`config.mk`:
```
export PLATFORM = sky130hd
export DESIGN_NAME = rrpg_div
export DESIGN_NICKNAME = d
export VERILOG_FILES = /design/src/hw/rtl/rrpg_pkg.sv /design/src/hw/rtl/rrpg_div.sv
export SDC_FILE = /design/constraint.sdc
export NUM_CORES = 2
export LEC_CHECK = 0
export BUFFER_PORTS_ARGS = -buffer_cell sky130_fd_sc_hd__buf_4
export CORE_AREA = 3 3 231 403
export CTS_BUF_LIST = sky130_fd_sc_hd__clkbuf_16
export DETAILED_ROUTE_END_ITERATION = 7
export DIE_AREA = 0 0 234 406
export PLACE_DENSITY = 0.66
export SLEW_MARGIN = 0
export SYNTH_ARGS = -nofsm -noshare
export SYNTH_HDL_FRONTEND = slang
export SYNTH_SLANG_ARGS = --single-unit
```
`constraint.sdc`:
```
create_clock -name clock -period 7.9 [get_ports clock]
set_input_delay 1.58 -clock clock [delete_from_list [all_inputs] [get_ports clock]]
set_output_delay 1.58 -clock clock [all_outputs]
set_load 0.02 [all_outputs]
```
`src/hw/rtl/rrpg_pkg.sv`:
```
`timescale 1ns / 1ps
// ----------------------------------------------------------------------------
// rrpg_pkg
// Shared constants, formats and helpers for the radial ripple pixel generator.
// ----------------------------------------------------------------------------
package rrpg_pkg;

   // field widths
   localparam int IN_W   = 10;
   localparam int TICK_W = 16;
   localparam int GREY_W = 8;

   localparam int IMAGE_SIDE_DEF = 1024;

   // phase in turns, Q0.40; constants are 2^40/(20*pi) and 2^40/(14*pi)
   localparam int PH_W   = 40;
   localparam int K_W    = 35;
   localparam int KSPLIT = 18;
   localparam logic [K_W-1:0] KD = 35'd17499271055;
   localparam logic [K_W-1:0] KT = 35'd24998958650;

   // cosine polynomial, Q30
   localparam logic [31:0] ONE_Q30 = 32'h4000_0000;
   localparam logic [31:0] CA      = 32'd1324675879;
   localparam logic [31:0] CB      = 32'd272375560;
   localparam logic [31:0] CC      = 32'd22401992;
   localparam logic [31:0] CE      = 32'd987048;
   localparam int          Z_W     = 31;

   // cosine magnitude and quotient
   localparam int          MAG_W     = 16;
   localparam int          NUM_W     = 27;
   localparam int          Q_W       = 16;
   localparam logic [11:0] DIV_SCALE = 12'd2560;

   // grey = (128*2^15 +- 127*q) >> 15
   localparam logic [23:0] GREY_BIAS = 24'd4194304;
   localparam logic [6:0]  GREY_GAIN = 7'd127;

   // width of a signed center offset for a given image side
   function automatic int off_width(input int side);
      int w;
      w = $clog2(side);
      return ((w > IN_W) ? w : IN_W) + 1;
   endfunction

   // (p * z) >> 30, truncating
   function automatic logic [31:0] mul_q30(input logic [31:0] p, input logic [Z_W-1:0] z);
      logic [62:0] prod;
      prod = 63'(p) * 63'(z);
      return prod[61:30];
   endfunction

endpackage

```
`src/hw/rtl/rrpg_div.sv`:
```
`timescale 1ns / 1ps
// ----------------------------------------------------------------------------
// rrpg_div
// Damping quotient cos*2560/(d+2560), one quotient bit per stage, then the
// grey level mapping.
// ----------------------------------------------------------------------------
module rrpg_div import rrpg_pkg::*; #(
   parameter int DIST_W = off_width(IMAGE_SIDE_DEF) + 8
) (
   input  logic              clock,
   input  logic              reset,
   input  logic              en,
   input  logic              in_valid,
   input  logic [DIST_W-1:0] in_dist,
   input  logic [MAG_W-1:0]  in_mag,
   input  logic              in_neg,
   output logic              out_valid,
   output logic [GREY_W-1:0] out_grey
);

   localparam int DV_W = DIST_W + 1;
   localparam int CW   = NUM_W + DV_W;

   logic              v0_ff, vg_ff;
   logic [NUM_W-1:0]  num_ff;
   logic [DV_W-1:0]   dv0_ff;
   logic              neg0_ff;
   logic [GREY_W-1:0] grey_ff;

   logic              v_ff   [Q_W];
   logic [NUM_W-1:0]  rem_ff [Q_W];
   logic [DV_W-1:0]   dv_ff  [Q_W];
   logic [Q_W-1:0]    q_ff   [Q_W];
   logic              neg_ff [Q_W];
   logic              v_in   [Q_W];
   logic [NUM_W-1:0]  rem_in [Q_W];
   logic [DV_W-1:0]   dv_in  [Q_W];
   logic [Q_W-1:0]    q_in   [Q_W];
   logic              neg_in [Q_W];

   logic [22:0]       prod_in;
   logic [23:0]       g_in;

   // numerator and divisor
   always_ff @(posedge clock) begin
      if (reset) begin
         v0_ff <= 1'b0;
      end else if (en) begin
         v0_ff <= in_valid;
      end
      if (en) begin
         num_ff  <= NUM_W'(in_mag) * NUM_W'(DIV_SCALE);
         dv0_ff  <= DV_W'(in_dist) + DV_W'(DIV_SCALE);
         neg0_ff <= in_neg;
      end
   end

   // restoring divide, quotient MSB first; quotient never exceeds 16 bits
   always_comb begin
      logic [NUM_W-1:0] rp;
      logic [DV_W-1:0]  dp;
      logic [Q_W-1:0]   qp;
      logic [CW-1:0]    sh, dd;
      for (int k = 0; k < Q_W; k++) begin
         if (k == 0) begin
            v_in[k]   = v0_ff;
            rp        = num_ff;
            dp        = dv0_ff;
            qp        = '0;
            neg_in[k] = neg0_ff;
         end else begin
            v_in[k]   = v_ff[k-1];
            rp        = rem_ff[k-1];
            dp        = dv_ff[k-1];
            qp        = q_ff[k-1];
            neg_in[k] = neg_ff[k-1];
         end
         sh       = CW'(rp) >> (Q_W - 1 - k);
         dd       = CW'(dp) << (Q_W - 1 - k);
         dv_in[k] = dp;
         if (sh >= CW'(dp)) begin
            rem_in[k] = rp - NUM_W'(dd);
            q_in[k]   = {qp[Q_W-2:0], 1'b1};
         end else begin
            rem_in[k] = rp;
            q_in[k]   = {qp[Q_W-2:0], 1'b0};
         end
      end
   end

   always_ff @(posedge clock) begin
      for (int k = 0; k < Q_W; k++) begin
         if (reset) begin
            v_ff[k] <= 1'b0;
         end else if (en) begin
            v_ff[k] <= v_in[k];
         end
         if (en) begin
            rem_ff[k] <= rem_in[k];
            dv_ff[k]  <= dv_in[k];
            q_ff[k]   <= q_in[k];
            neg_ff[k] <= neg_in[k];
         end
      end
   end

   // grey = (bias +- 127*q) >> 15; always within 1..255
   assign prod_in = 23'(q_ff[Q_W-1]) * 23'(GREY_GAIN);
   assign g_in    = neg_ff[Q_W-1] ? (GREY_BIAS - 24'(prod_in)) : (GREY_BIAS + 24'(prod_in));

   always_ff @(posedge clock) begin
      if (reset) begin
         vg_ff <= 1'b0;
      end else if (en) begin
         vg_ff <= v_ff[Q_W-1];
      end
      if (en) begin
         grey_ff <= g_in[22:15];
      end
   end

   assign out_valid = vg_ff;
   assign out_grey  = grey_ff;

endmodule
```
======== Word-level counts from Yosys, hierarchy flattened ========
Memory sizes are Yosys's and may differ from the RTL's. A register that Yosys moved wholly into a read port is not among the register bits.
Cells that the tools add are included.
operators by class
  magnitude comparators ................... 16
  bitwise operators ....................... 16
  multiplexer cells ....................... 55
  multiply operators ...................... 2
  $add $sub $neg .......................... 19
operators with widths
  cell                    count
  $mux 27                 16
  $sub 27x27->27          9
  $mux 1                  38
  $ge 27x20->1            1
  $sub 27x20->27          1
  $sub 27x21->27          1
  $sub 27x22->27          1
  $sub 27x23->27          1
  $sub 27x24->27          1
  $sub 27x25->27          1
  $sub 27x26->27          1
  $ge 26x20->1            1
  $ge 25x20->1            1
  $ge 24x20->1            1
  $add 23x23->23 const A  1
  $ge 23x20->1            1
  $mul 16x7->23 const B   1
  $mux 23                 1
  $sub 23x23->23 const A  1
  $ge 22x20->1            1
  $ge 21x20->1            1
  $add 19x12->20 const B  1
  $ge 12x20->1            1
  $ge 13x20->1            1
  9 further kinds         24
storage, ports and cells
  input bits .............................. 40
  bits in registers ....................... 48
  logic and storage cells ................. 118
  memories kept ........................... 5
  RAM bits ................................ 1040
  output and inout port bits .............. 9
memory list
  name    depth  bits a word  rd ports  clocked after memory_dff  wr ports  line            RTL
  rem_ff  16     27           15        0                         16        rrpg_div.sv:31  logic [NUM_W-1:0] rem_ff [Q_W];
  dv_ff   16     20           15        0                         16        rrpg_div.sv:32  logic [DV_W-1:0] dv_ff [Q_W];
  q_ff    16     16           16        0                         16        rrpg_div.sv:33  logic [Q_W-1:0] q_ff [Q_W];
  neg_ff  16     1            16        0                         16        rrpg_div.sv:34  logic neg_ff [Q_W];
  v_ff    16     1            16        1                         16        rrpg_div.sv:30  logic v_ff [Q_W];

======== Depth between registers and ports, before layout ========
  word-level depth ........................ 4
  depth in mapped cells ................... 19
  depth with buffers taken out ............ 19

======== Worst setup path after synthesis ========
Ideal clock, no wire load.
  path kind ............................... register -> register
  from .................................... memory q_ff[15][12], in the netlist q_ff[1][124]
  to ...................................... register grey_ff[7], in the netlist out_grey[7] (data pin)
  stages on the path, launching flop included .. 18
  buffers on the path ..................... 0
  clock period less this slack ............ 5074 ps
  setup slack ............................. 2826 ps
  library setup time ...................... 264 ps
  data required time ...................... 7636 ps
  arrival time ............................ 4810 ps
  cell sequence ........................... edfxtp_1 -> fa_1 -> fa_1 -> inv_1 -> fa_1 -> fa_1 -> inv_1 -> ha_1 -> a21o_1 -> a221oi_2 -> o21ai_1 -> a22oi_1 -> nand2b_1 -> a21oi_1 -> xor2_1 -> nand2_1 -> o41ai_2 -> xnor2_1
RTL lines
  item                  line             RTL
  from (decl)           rrpg_div.sv:33
  to (signal assigned)  rrpg_div.sv:118  grey_ff <= g_in[22:15];
  to (decl)             rrpg_div.sv:28   logic [GREY_W-1:0] grey_ff;

==> reports/metrics.yaml <==
status:
  status: "finished clean"
placement:
  gp_routability_congestion: 0.891
  buffer_ports.inserted: 48
  dpl.hpwl_mm: 71.0
  pre_cts_slack_ps: 2220
  dp.cells: 4925
critical_path:
  timing.reg2reg.worst_path_depth: 16
  critPathMostFrequentCell: "fa_1"
  reg2reg_setup_slack_ps: 2210
  cp-end-kind: "flop"
  worstPathRequired_ps: 8300
  cpPeakStageDelay_ps: 650
  path_depth: 16
  worstPathArrival_ps: 6080
  timing.critical_path.buf_inv: 2
  timing.critical_path.max_delay_family: "adder cells"
  critPathLaunchType: "flop"
  critPathMaxFanout: 7
  timing.setup.critical_path_class: "reg -> reg"
  cp_cell_sequence: "fa_1, inv_1, fa_1, fa_1, fa_1, inv_1, ha_1, nand2b_1, nor3_1, a311o_1, a2111oi_0, o2111ai_1, nor4_2, nand3_1, o41ai_2, xnor2_1"
  cpMaxStageDelayCell: "fa_1"
synth:
  post-synth-top-count-cell: "edfxtp_1"
  ys_seq_area_share_pct: 55.1
  ys_ff_latch: 823
  post_synth_xor_area_fraction_pct: 5.04
  synthSimpleGateAreaFrac_pct: 8.54
  synth_top_cell_area_share_pct: 55.0
  postSynthCellCount: 3715
  post_synth_main_area_contributors: "edfxtp_1 55%, ha_1 9.9%, inv_1 3.9%"
  synth_top_cell_by_area: "edfxtp_1"
  post_synth.cell_area_avg_um2: 12.1
  synth.lib_cells_used.distinct: 85
  asyncSetResetFlopFracSynth_pct: 0
  synthesized_area_fraction_occupied_by_ao_oa_aoi_and_oai_cells_pct: 11.3
  ys.flop_type: "edfxtp_1"
  total_number_of_yosys_warnings: 0
  syn-cell-area_mm2: 0.0448
  post_synthesis_share_of_cell_area_spent_on_full_adders_half_adders_and_majority_gates_pct: 13.0
  netlist_top_cells_count: "821 x edfxtp_1, 471 x inv_1, 354 x ha_1"
  synth_top_family_by_area: "adder cells"
  yosys-mux-area-fraction_pct: 2.66
  synth-edff-count: 821
  total_nets_after_synthesis: 4178
floorplan:
  die_outline_area_mm2: 0.0950
  number_of_top_level_design_ports: 49
  placementRows: 146
  core_region_area_mm2: 0.0904
  die_x_um: 234
  starting_utilization_of_the_core_area_pct: 49.6
  chipHeight_um: 406
clock_network:
  cts_setup_buffers: 0
  cts_hold_buffers: 0
  clock_network_latency_to_the_later_pin_of_the_worst_skew_pair_ps: 660
  cts-root-to-sink-buffers: 3
  cts.clk_slew.worst_paths_ps: 70
  numClockSinks: 823
  cts-resized-gates: 0
  cts_root_buffer: "clkbuf_16"
  clock_tree_from_tritoncts: "built"
  number_of_buffers_added_by_the_clock_tree_synthesis_step: 78
  h_tree_levels: 3
power:
  ir_worst_vdd_v: 0.000199
  seqPwrFrac_pct: 41.1
  power_density_mw_per_mm2: 298
  intPower_mw: 9.80
  static-leakage-power_nw: 20.3
  p_sw_mw: 4.89
  p_comb_share_pct: 33.4
  power_switching_share_pct: 33.3
  p_clk_share_pct: 25.5
sta:
  setup_viol_count_final: 0
  slew_violations: 0
  fmax_achieved_mhz: 176
  finalSetupTns_ps: 0
  hold_violations: 0
  final_critical_path_setup_slack_ps: 2210
  rsz0062_at_grt: "false"
  worst_clock_skew_ps: 20.1
  worst-slew-pin-transition_ps: 1100
  final.min_clock_period_ps: 5690
  slew_headroom_pct: 25.9
  finalCritPeriodShare_pct: 72.0
final_layout:
  flow.area_growth_from_synthesis_pct: 9.85
  stdcell_count: 5072
  drive_above_1_share_pct: 8.21
  finalNetCount: 4284
grt:
  globalRouteTotalUtil_pct: 19.8
  first_global_vias: 29300
  largest_net_degree_at_the_start_of_global_routing: 183
  initial_antenna_violation_count: 3
  globalRouteOverflowTotal: 0
  grt_first_pass_wirelength_mm: 145
routing:
  avgViaCountPerCell: 5.45
  ant_nets: 0
  detailed_route_wl_mm: 92.1
  via_count: 27700
  detail_route.iter0.violations: 1164
  dr.pass1.iters: 5
  drc: 0
  post_drt_wl_per_cell_um: 18.2
hold_path:
  hold_crit_class: "reg -> reg"
  worst_hold_path.num_cells: 0
run:
  maxCapViolations: 0
cell type report:
class                      count  area, µm²
timing repair buffer          68        556
fill                        7663      41200
tap                         1184       1480
inverter                     473       1780
sequential                   823      24700
clock inverter                66        563
clock buffer                  79       1980
antenna                        2       5.00
multi-input combinational   2377      18200
through the flow:
| stage | util (%) | hold slack, ps | power [mW] | instance area (µm²) |
|---|---|---|---|---|
| final | 54.5 | 414 | 14.7 | 49200 |
| after global routing | 54.5 | 419 | 15.6 | 49200 |
| after CTS | 54.5 | 412 | 14.8 | 49200 |
| after detailed placement | 51.6 | 405 | 11.0 | 46700 |
| after global placement | 51.6 | 400 | 11.0 | 46700 |
| after floorplan | - | 400 | 9.70 | 44800 |
final timing paths:
kind,start,to
worst max-delay path,q_ff[1][120],out_grey[7]
worst min-delay path,q_ff[1][107],q_ff[1][124]
worst max register to register,q_ff[1][120],out_grey[7]
worst min register to register,q_ff[1][107],q_ff[1][124]
per-layer routing:
metal / track usage (%) / wire (µm) / share of wire [%] / vias to the layer above
met5: 0 / 0 / 0 / -
met4: 15.8 / 8400 / 9.1 / 0
met3: 2.62 / 2370 / 2.6 / 287
met2: 42.1 / 55600 / 60 / 436
met1: 14.5 / 25800 / 28 / 13300
li1: - / - / - / 13600
placed cells by master, fill, tap and decap left out, drive strengths merged, types with 22 or more instances in the layout:
master    n
edfxtp  821
inv     497
ha      354
nand2   243
o21ai   241
a21oi   214
nor2    173
xnor2   136
xor2    122
a21o    109
mux2     91
clkbuf   79
fa       69
buf      68
nor2b    55
nor3     52
nand2b   43
nand4    39
o21a     38
and2     35
clkinv   35
nand3    34
o31ai    31
nor4     22
a211oi   22
flip-flops by register name, indices dropped and copies added, names as in the netlist:
| signal | flops |
|---|---|
| rem_ff | 306 |
| dv_ff | 300 |
| q_ff | 136 |
| dv0_ff | 20 |
| num_ff | 18 |
| neg_ff | 16 |
| v_ff | 16 |
| out_grey | 8 |
| neg0_ff | 1 |
| out_valid | 1 |
| v0_ff | 1 |
power by group through the flow:
| stage | Clock, mW | Combinational, mW | Sequential (mW) |
|---|---|---|---|
| after detailed placement | 0 | 4.91 | 6.13 |
| after CTS | 3.86 | 4.94 | 6.04 |
| after global placement | 0 | 4.83 | 6.12 |
| after global routing | 4.02 | 5.52 | 6.10 |
| final | 3.75 | 4.91 | 6.04 |
| after floorplan | 0 | 3.71 | 6.00 |
cell families after synthesis:
group           after synthesis
flops                       823
mux                         105
fa+ha+maj                   423
simple gates                784
buf+inv                     515
compound gates              807
xor+xnor                    258
worst reg2reg max path, stage by stage (launching register included):
cell       delay [ps]
edfxtp_1          500
fa_1              650
inv_1              90
fa_1              560
fa_1              440
fa_1              510
inv_1              40
ha_1              380
nand2b_1          150
nor3_1             60
a311o_1           310
a2111oi_0         420
o2111ai_1         260
nor4_2            380
nand3_1           240
o41ai_2           310
xnor2_1           130
Power figures use the tool's default switching activity.
