==> config.mk <==
export PLATFORM = sky130hd
export DESIGN_NAME = rrpg_dist
export DESIGN_NICKNAME = d
export VERILOG_FILES = /design/src/hw/rtl/rrpg_pkg.sv /design/src/hw/rtl/rrpg_dist.sv
export SDC_FILE = /design/constraint.sdc
export NUM_CORES = 2
export LEC_CHECK = 0
export ABC_AREA = 1
export BUFFER_PORTS_ARGS = -buffer_cell sky130_fd_sc_hd__buf_2
export CORE_UTILIZATION = 45
export CTS_CLUSTER_DIAMETER = 50
export CTS_CLUSTER_SIZE = 12
export DETAILED_ROUTE_END_ITERATION = 10
export MAX_ROUTING_LAYER = met4
export PLACE_DENSITY = 0.58
export SLEW_MARGIN = 20
export SYNTH_ARGS = -nofsm -noshare
export SYNTH_HDL_FRONTEND = slang
export SYNTH_SLANG_ARGS = --single-unit
==> constraint.sdc <==
create_clock -name clock -period 5.6 [get_ports clock]
set_input_delay 1.12 -clock clock [delete_from_list [all_inputs] [get_ports clock]]
set_output_delay 1.12 -clock clock [all_outputs]
set_load 0.1 [all_outputs]
==> src/hw/rtl/rrpg_pkg.sv <==
`timescale 1ns / 1ps
// ----------------------------------------------------------------------------
// rrpg_pkg
// Shared constants, formats and helpers for the radial ripple pixel generator.
// ----------------------------------------------------------------------------
package rrpg_pkg;

   // field widths
   localparam int IN_W   = 10;
   localparam int TICK_W = 16;
   localparam int GREY_W = 8;

   localparam int IMAGE_SIDE_DEF = 1024;

   // phase in turns, Q0.40; constants are 2^40/(20*pi) and 2^40/(14*pi)
   localparam int PH_W   = 40;
   localparam int K_W    = 35;
   localparam int KSPLIT = 18;
   localparam logic [K_W-1:0] KD = 35'd17499271055;
   localparam logic [K_W-1:0] KT = 35'd24998958650;

   // cosine polynomial, Q30
   localparam logic [31:0] ONE_Q30 = 32'h4000_0000;
   localparam logic [31:0] CA      = 32'd1324675879;
   localparam logic [31:0] CB      = 32'd272375560;
   localparam logic [31:0] CC      = 32'd22401992;
   localparam logic [31:0] CE      = 32'd987048;
   localparam int          Z_W     = 31;

   // cosine magnitude and quotient
   localparam int          MAG_W     = 16;
   localparam int          NUM_W     = 27;
   localparam int          Q_W       = 16;
   localparam logic [11:0] DIV_SCALE = 12'd2560;

   // grey = (128*2^15 +- 127*q) >> 15
   localparam logic [23:0] GREY_BIAS = 24'd4194304;
   localparam logic [6:0]  GREY_GAIN = 7'd127;

   // width of a signed center offset for a given image side
   function automatic int off_width(input int side);
      int w;
      w = $clog2(side);
      return ((w > IN_W) ? w : IN_W) + 1;
   endfunction

   // (p * z) >> 30, truncating
   function automatic logic [31:0] mul_q30(input logic [31:0] p, input logic [Z_W-1:0] z);
      logic [62:0] prod;
      prod = 63'(p) * 63'(z);
      return prod[61:30];
   endfunction

endpackage

==> src/hw/rtl/rrpg_dist.sv <==
`timescale 1ns / 1ps
// ----------------------------------------------------------------------------
// rrpg_dist
// Center offsets, squared radius and a one-bit-per-stage square root giving
// the Q.8 distance; the tick phase term rides along.
// ----------------------------------------------------------------------------
module rrpg_dist import rrpg_pkg::*; #(
   parameter int IMAGE_SIDE = IMAGE_SIDE_DEF,
   parameter int DIST_W     = off_width(IMAGE_SIDE) + 8
) (
   input  logic              clock,
   input  logic              reset,
   input  logic              en,
   input  logic              in_valid,
   input  logic [IN_W-1:0]   pixel_col,
   input  logic [IN_W-1:0]   pixel_row,
   input  logic [TICK_W-1:0] frame_tick,
   output logic              out_valid,
   output logic [DIST_W-1:0] out_dist,
   output logic [PH_W-1:0]   out_pb
);

   localparam int OW  = DIST_W - 8;
   localparam int RW  = 2 * DIST_W;
   localparam int RMW = DIST_W + 3;

   // front stages
   logic                     v0_ff, v1_ff, v2_ff;
   logic signed [OW-1:0]     ox_ff, oy_ff;
   logic [TICK_W+16:0]       pbh_ff;
   logic [TICK_W+17:0]       pbl_ff;
   logic [2*OW-1:0]          sqx_ff, sqy_ff;
   logic [PH_W-1:0]          pb1_ff, pb2_ff;
   logic [RW-1:0]            rad2_ff;
   logic signed [2*OW-1:0]   sqx_in, sqy_in;

   // root stages
   logic                     rv_ff   [DIST_W];
   logic [RW-1:0]            rad_ff  [DIST_W];
   logic [RMW-1:0]           rem_ff  [DIST_W];
   logic [DIST_W-1:0]        root_ff [DIST_W];
   logic [PH_W-1:0]          pbq_ff  [DIST_W];
   logic                     rv_in   [DIST_W];
   logic [RW-1:0]            rad_in  [DIST_W];
   logic [RMW-1:0]           rem_in  [DIST_W];
   logic [DIST_W-1:0]        root_in [DIST_W];
   logic [PH_W-1:0]          pbq_in  [DIST_W];

   assign sqx_in = ox_ff * ox_ff;
   assign sqy_in = oy_ff * oy_ff;

   // offsets, squares, radicand; tick term tick*KT mod 2^40
   always_ff @(posedge clock) begin
      if (reset) begin
         v0_ff <= 1'b0;
         v1_ff <= 1'b0;
         v2_ff <= 1'b0;
      end else if (en) begin
         v0_ff <= in_valid;
         v1_ff <= v0_ff;
         v2_ff <= v1_ff;
      end
      if (en) begin
         ox_ff   <= OW'(pixel_col) - OW'(IMAGE_SIDE / 2);
         oy_ff   <= OW'(pixel_row) - OW'(IMAGE_SIDE / 2);
         pbh_ff  <= frame_tick * KT[K_W-1:KSPLIT];
         pbl_ff  <= frame_tick * KT[KSPLIT-1:0];
         sqx_ff  <= sqx_in;
         sqy_ff  <= sqy_in;
         pb1_ff  <= PH_W'({pbh_ff, {KSPLIT{1'b0}}}) + PH_W'(pbl_ff);
         rad2_ff <= {sqx_ff + sqy_ff, 16'b0};
         pb2_ff  <= pb1_ff;
      end
   end

   // one root bit per stage, restoring form
   always_comb begin
      logic [RW-1:0]     rp;
      logic [RMW-1:0]    remp, rs, tr;
      logic [DIST_W-1:0] rtp;
      for (int k = 0; k < DIST_W; k++) begin
         if (k == 0) begin
            rv_in[k]  = v2_ff;
            rp        = rad2_ff;
            remp      = '0;
            rtp       = '0;
            pbq_in[k] = pb2_ff;
         end else begin
            rv_in[k]  = rv_ff[k-1];
            rp        = rad_ff[k-1];
            remp      = rem_ff[k-1];
            rtp       = root_ff[k-1];
            pbq_in[k] = pbq_ff[k-1];
         end
         rs        = {remp[RMW-3:0], rp[RW-1 -: 2]};
         tr        = RMW'({rtp, 2'b01});
         rad_in[k] = rp << 2;
         if (rs >= tr) begin
            rem_in[k]  = rs - tr;
            root_in[k] = {rtp[DIST_W-2:0], 1'b1};
         end else begin
            rem_in[k]  = rs;
            root_in[k] = {rtp[DIST_W-2:0], 1'b0};
         end
      end
   end

   always_ff @(posedge clock) begin
      for (int k = 0; k < DIST_W; k++) begin
         if (reset) begin
            rv_ff[k] <= 1'b0;
         end else if (en) begin
            rv_ff[k] <= rv_in[k];
         end
         if (en) begin
            rad_ff[k]  <= rad_in[k];
            rem_ff[k]  <= rem_in[k];
            root_ff[k] <= root_in[k];
            pbq_ff[k]  <= pbq_in[k];
         end
      end
   end

   assign out_valid = rv_ff[DIST_W-1];
   assign out_dist  = root_ff[DIST_W-1];
   assign out_pb    = pbq_ff[DIST_W-1];

endmodule

Word level (Yosys, flattened, before mapping). Memories as Yosys holds them, arrays and structs flattened. Index checks and enable logic that the tools add are counted.

$add $sub $neg: 23. Order comparisons: 19. Muxes and demuxes: 63. $mul: 4. Bitwise logic cells: 19.

Operator list (count): $mux 22 (19); $ge 22x21->1 (18); $sub 22x21->22 (18); $mul 11x11->22 (2); $mux 1 (44); $add 40x33->40 (1); $mul 16x16->32 const B (1); $add 22x22->22 (1); $mul 16x17->22 const B (1); $sub 10x10->11 const B (2); $or 1x1->1 (19); $sub 2x1->3 const B (1); $ge 2x1->1 const B (1).

Memories kept: 5. Word-level logic and storage cells: 145. Bits of input ports: 40. Bits in writable memories: 2242. Register bits after elaboration: 225. Output and inout port bits: 60.

Memory list: pbq_ff (words 19, bits a word 40, read ports 19, clocked after memory_dff 0, write ports 19, RTL line rrpg_dist.sv:42) `logic [PH_W-1:0] pbq_ff [DIST_W];`; rad_ff (words 19, bits a word 36, read ports 18, clocked after memory_dff 0, write ports 19, RTL line rrpg_dist.sv:39) `logic [RW-1:0] rad_ff [DIST_W];`; rem_ff (words 19, bits a word 22, read ports 18, clocked after memory_dff 0, write ports 19, RTL line rrpg_dist.sv:40) `logic [RMW-1:0] rem_ff [DIST_W];`; root_ff (words 19, bits a word 19, read ports 19, clocked after memory_dff 0, write ports 19, RTL line rrpg_dist.sv:41) `logic [DIST_W-1:0] root_ff [DIST_W];`; rv_ff (words 19, bits a word 1, read ports 19, clocked after memory_dff 0, write ports 19, RTL line rrpg_dist.sv:38) `logic rv_ff [DIST_W];`.

Depth between registers and ports, before layout.
Word-level depth: 4. Depth in mapped cells: 24. Mapped depth without buffers: 23.

Worst setup path before layout. Ideal clock, no wire load.

Path kind: input -> register. From: in frame_tick[4]. To: reg pbl_ff[26] (data pin). Setup slack: -0.010 ns. Data arrival time: 5.357 ns. Stages: 20. Data required time: 5.347 ns. Setup time: 0.253 ns. Buffers on the path: 0. Cells stage by stage: inv_1 -> fa_1 -> inv_1 -> fa_1 -> inv_1 -> fa_1 -> fa_1 -> inv_1 -> fa_1 -> inv_1 -> fa_1 -> inv_1 -> ha_1 -> nand2_1 -> nor2_1 -> inv_1 -> nor3_1 -> nand3_1 -> nand4_1 -> nand2_1.

Word-level cells in the longest chain between the ends: 1.

Ends and longest elaborated chain: start: declaration (RTL line rrpg_dist.sv:17) `input logic [TICK_W-1:0] frame_tick,`; $mul 16x16->32 (RTL line rrpg_dist.sv:67) `pbl_ff <= frame_tick * KT[KSPLIT-1:0];`; end signal: assignment (RTL line rrpg_dist.sv:67); end: declaration (RTL line rrpg_dist.sv:31) `logic [TICK_W+17:0] pbl_ff;`.

Every way passes these cells. A chain may end at the register's enable or synchronous reset.

Worst setup path after layout.
From: in frame_tick[4]. To: reg pbl_ff[27] (data pin).

The elaborated chain is that of the path after synthesis.

==> results.md <==
- The flow ran to the end, and the final reports show no timing, DRC or antenna violations.
- The chip width is 439 um.
- For the worst-skew pair, the clock arrives at the later sink with an insertion delay of roughly 0.83 ns.
- The count of hold buffers inserted by post-cts repair is 0.
- On the final layout, the worst clock skew is approximately 0.064 ns.
- The growth of design area from synthesis to finish is 12.6%.
- The fraction of synthesis flops using an asynchronous set or reset pin is 0%.
- After detailed routing, the average wire length per cell comes to ~17 um.
- The cell type with the highest aggregate area in the netlist is edfxtp_1.
- The worst path in the final design needs a cycle of about 5.3 ns, including I/O delays and setup.
- The maximum count of clock buffers along a single path is 3.
- The critical path in this run is classified as in2reg.
- The number of DRC markers after the initial detailed-route iteration is about 3,400.
- The type of element capturing the critical path is a flip-flop.
- Global routing used roughly a fifth of the available tracks across all layers.
- In this run the power density over the cells is about 520 nW/um^2.
- The clock-pin slew reported for the worst setup and hold paths after clock tree synthesis is about 0.06 ns.
- The number of clock buffers inserted by TritonCTS is between 150 and 200.
- The top cell type by area accounts for between 50% and 60% of the synthesized area.
- At the worst endpoint, the required time is 6.13 ns.
- The final clock period utilization by the worst path is approximately 94%.
- The netlist uses between 60 and 70 different library cells.
- For flop-to-flop paths, the worst setup slack is 0.35 ns.
- The number of antenna violations at the first check in global routing is 1.
- The half-perimeter wire length after placement is around 140,000 um.
- The die covers roughly 190,000 um^2.
- For the worst setup path, the data arrival time is around 5.8 ns.
- Overall power consumption after layout is estimated at ~50,000 uW.
- The final critical-path setup slack is between 0.3 and 0.4 ns.
- Timing would allow up to ~190 MHz.
- Routability-driven placement finished with a final weighted congestion of 0.926.
- The gate count of the mapped netlist is 7,912.
- The synthesized area divided by synthesized cell count is between 10 and 15 um^2.
- IR analysis of the VDD net gives a maximum drop of ~0.55 mV.
- The first global-routing pass estimated approximately 300,000 um of wire.
- The count of input and output buffers is 98.
- The number of maximum-capacitance constraint violations is 0.
- At the pin with the least slew margin, the transition time is roughly 0.90 ns.
- The total leakage power is 0.0429 uW.
- The number of filler cells placed in the layout is 16,900.
- Once detail routing completed, the nets flagged for antenna violations numbered 0.
- The tree built by TritonCTS fans out to 1,608 sinks.
- The fraction of final layout cells sized beyond drive strength 1 is 8.44%.
- The count of final max-slew check failures is 0.
- The number of enable-type register cells in the synthesized netlist is 1,605.
- The leading register cell type out of synthesis is edfxtp_1.
- The number of setup violations in the final report is 0.
- Headroom to the max-slew limit came out at 40.0%.
- After synthesis, the cell types taking the most area are edfxtp_1 (56%), nand2_1 (8.3%), fa_1 (7.9%).
- The net count of the finished layout is between 9,000 and 10,000.
- The number of DRC violations after detailed routing is 0.
- The number of synthesized register bits is around 1,600.
- The share of the yosys chip area belonging to registers is between 50% and 60%.
- The yosys synthesis warning count is 0.
- Clock tree synthesis selected as its root buffer the cell clkbuf_16.
- During I/O placement, the number of pins put on the boundary was 100.
- In this run the core area contains around 160 standard-cell rows.
- The TritonCTS clock tree is yes.
- The via total after detailed routing is between 50,000 and 60,000.
- The total congestion overflow is 0.
- STA classifies the critical path startpoint as a primary input.
- 0 antenna diodes ended up in the layout.
- Setup repair after global routing left no endpoint under its margin.
- Entering global routing, the biggest net connects 130 pins.
- The initial utilization of the core area, before any placement, comes to 45.5%.
- Along the worst path, the maximum fanout reaches 4.
- The class of the worst hold path is reg2reg.
- The final-layout setup total negative slack is 0 ns.
- The synthesized netlist occupies a cell area of between 80,000 and 90,000 um^2.
- After detailed routing, the total wire length is 183,000 um.
- In this run the number of H-tree levels came out at 4.
- The first detailed-routing pass took 6 iterations.
- After floorplanning, the core was sized to cover approximately 190,000 um^2.
- In the synthesized netlist, the cells that appear most often are nand2_1 (1,906), edfxtp_1 (1,605), inv_1 (1,406).
- nand2_1 is the most common cell in the netlist.
- The count of final hold-check violations was 0.
- In the routed layout, each cell is associated on average with a via count of 4.88.
- The overall die height is 439 um.
- The via count of the first global-routing pass is approximately 54,000.
- Timing analysis after detailed placement gives a worst setup slack of -0.447 ns.
## layout make-up
| cell class | instances | area [um^2] | area share [%] |
|---|---|---|---|
| Multi-Input combinational cell | 4810 | 31800 | 32.9 |
| Clock inverter | 84 | 1110 | 1.15 |
| Inverter | 1435 | 5400 | 5.58 |
| Sequential cell | 1608 | 48300 | 49.9 |
| Timing Repair Buffer | 296 | 2200 | 2.28 |
| Clock buffer | 218 | 4820 | 4.98 |
| Tap cell | 2495 | 3120 | 3.23 |
## metrics by stage
step / hold WS [ns] / utilization, % / instance area, um^2 / std cells
floorplan: 0.400 / - / 85900 / 7913
global placement: 0.400 / 48.1 / 90800 / 10600
detailed placement: 0.405 / 48.1 / 90800 / 10600
CTS: 0.363 / 51.3 / 96700 / 10900
global route: 0.371 / 51.3 / 96700 / 10900
finish: 0.371 / 51.3 / 96700 / 10900
## power breakdown
part	switching, uW	total (uW)	internal, uW
sequential	869	16900	16000
combinational	13500	22000	8530
clock	4970	11600	6630
## critical path: stages
cell and delay [ns]:
buf_2 0.09, inv_1 0.09, fa_1 0.58, inv_1 0.08, fa_1 0.48, inv_1 0.05
fa_1 0.49, fa_1 0.50, inv_1 0.05, fa_1 0.47, inv_1 0.05, fa_1 0.47
inv_1 0.04, ha_1 0.33, a21oi_1 0.26, o21ai_0 0.17, a21oi_1 0.27, nand3_1 0.11
nand2_1 0.06, nand2_1 0.04
## cells by family after synthesis
group / Yosys count / share of synthesized area [%]
and+or+nand+nor: 3132 / 15.4
DFF: 1608 / 56.2
buffers and inverters: 1495 / 6.79
adders and majority gates: 857 / 15.4
AOI/OAI and AO/OA: 592 / 3.83
xor gates and xnor gates: 227 / 2.32
other: 1 / 0.00437
## routing by layer
metal	part of all wire [%]	track usage, %	vias to the layer above
met1	46	26.4	25400
met4	2.4	5.34	0
met2	48	31.8	843
li1	-	-	26800
met5	0	-	-
met3	3.7	2.86	272
## path summary, 6_finish.rpt
check        cells after the start           from            end
max                             20  frame_tick[4]     pbl_ff[27]
min                              0  pbq_ff[3][24]  pbq_ff[4][24]
max reg2reg                     17       ox_ff[9]     sqx_ff[21]
min reg2reg                      0  pbq_ff[3][24]  pbq_ff[4][24]
## placed cells by master (no fill, tap or decap), types with 12 or more instances in the layout
cell type  Yosys  final
a21o_1        14     14
a21oi_1      296    296
a21oi_2       32     32
buf_12         2     18
buf_2          4     97
buf_4         10    181
clkbuf_1      26     30
clkbuf_16      0    188
clkinv_1       1     12
edfxtp_1    1605   1605
fa_1         338    338
ha_1         519    519
inv_1       1406   1406
inv_2         25     25
inv_6          0     14
inv_8          1     15
nand2_1     1906   1906
nand2_2       16     16
nand3_1      355    355
nand3b_1      59     59
nand4_1      103    103
nor2_1       558    558
nor2_2        15     15
nor3_1        46     43
o21ai_0      165    165
o21ai_1       35     35
o21bai_1      14     14
or2_2         14     14
xnor2_1       66     66
xor2_1       161    161
## registers in the layout (all words and copies together), names as in the netlist
signal,flops
pbq_ff,741
rem_ff,330
root_ff,190
rad_ff,110
pb1_ff,39
pb2_ff,39
pbl_ff,31
pbh_ff,22
rad2_ff,22
sqx_ff,21
sqy_ff,21
rv_ff,19
ox_ff,10
oy_ff,10
v0_ff,1
v1_ff,1
v2_ff,1
## timing repair
item                       4_1_cts  5_1_grt
gates resized for setup          0        1
setup endpoints to repair        0        1
setup buffers                    0        1
Power figures use the tool's default switching activity.
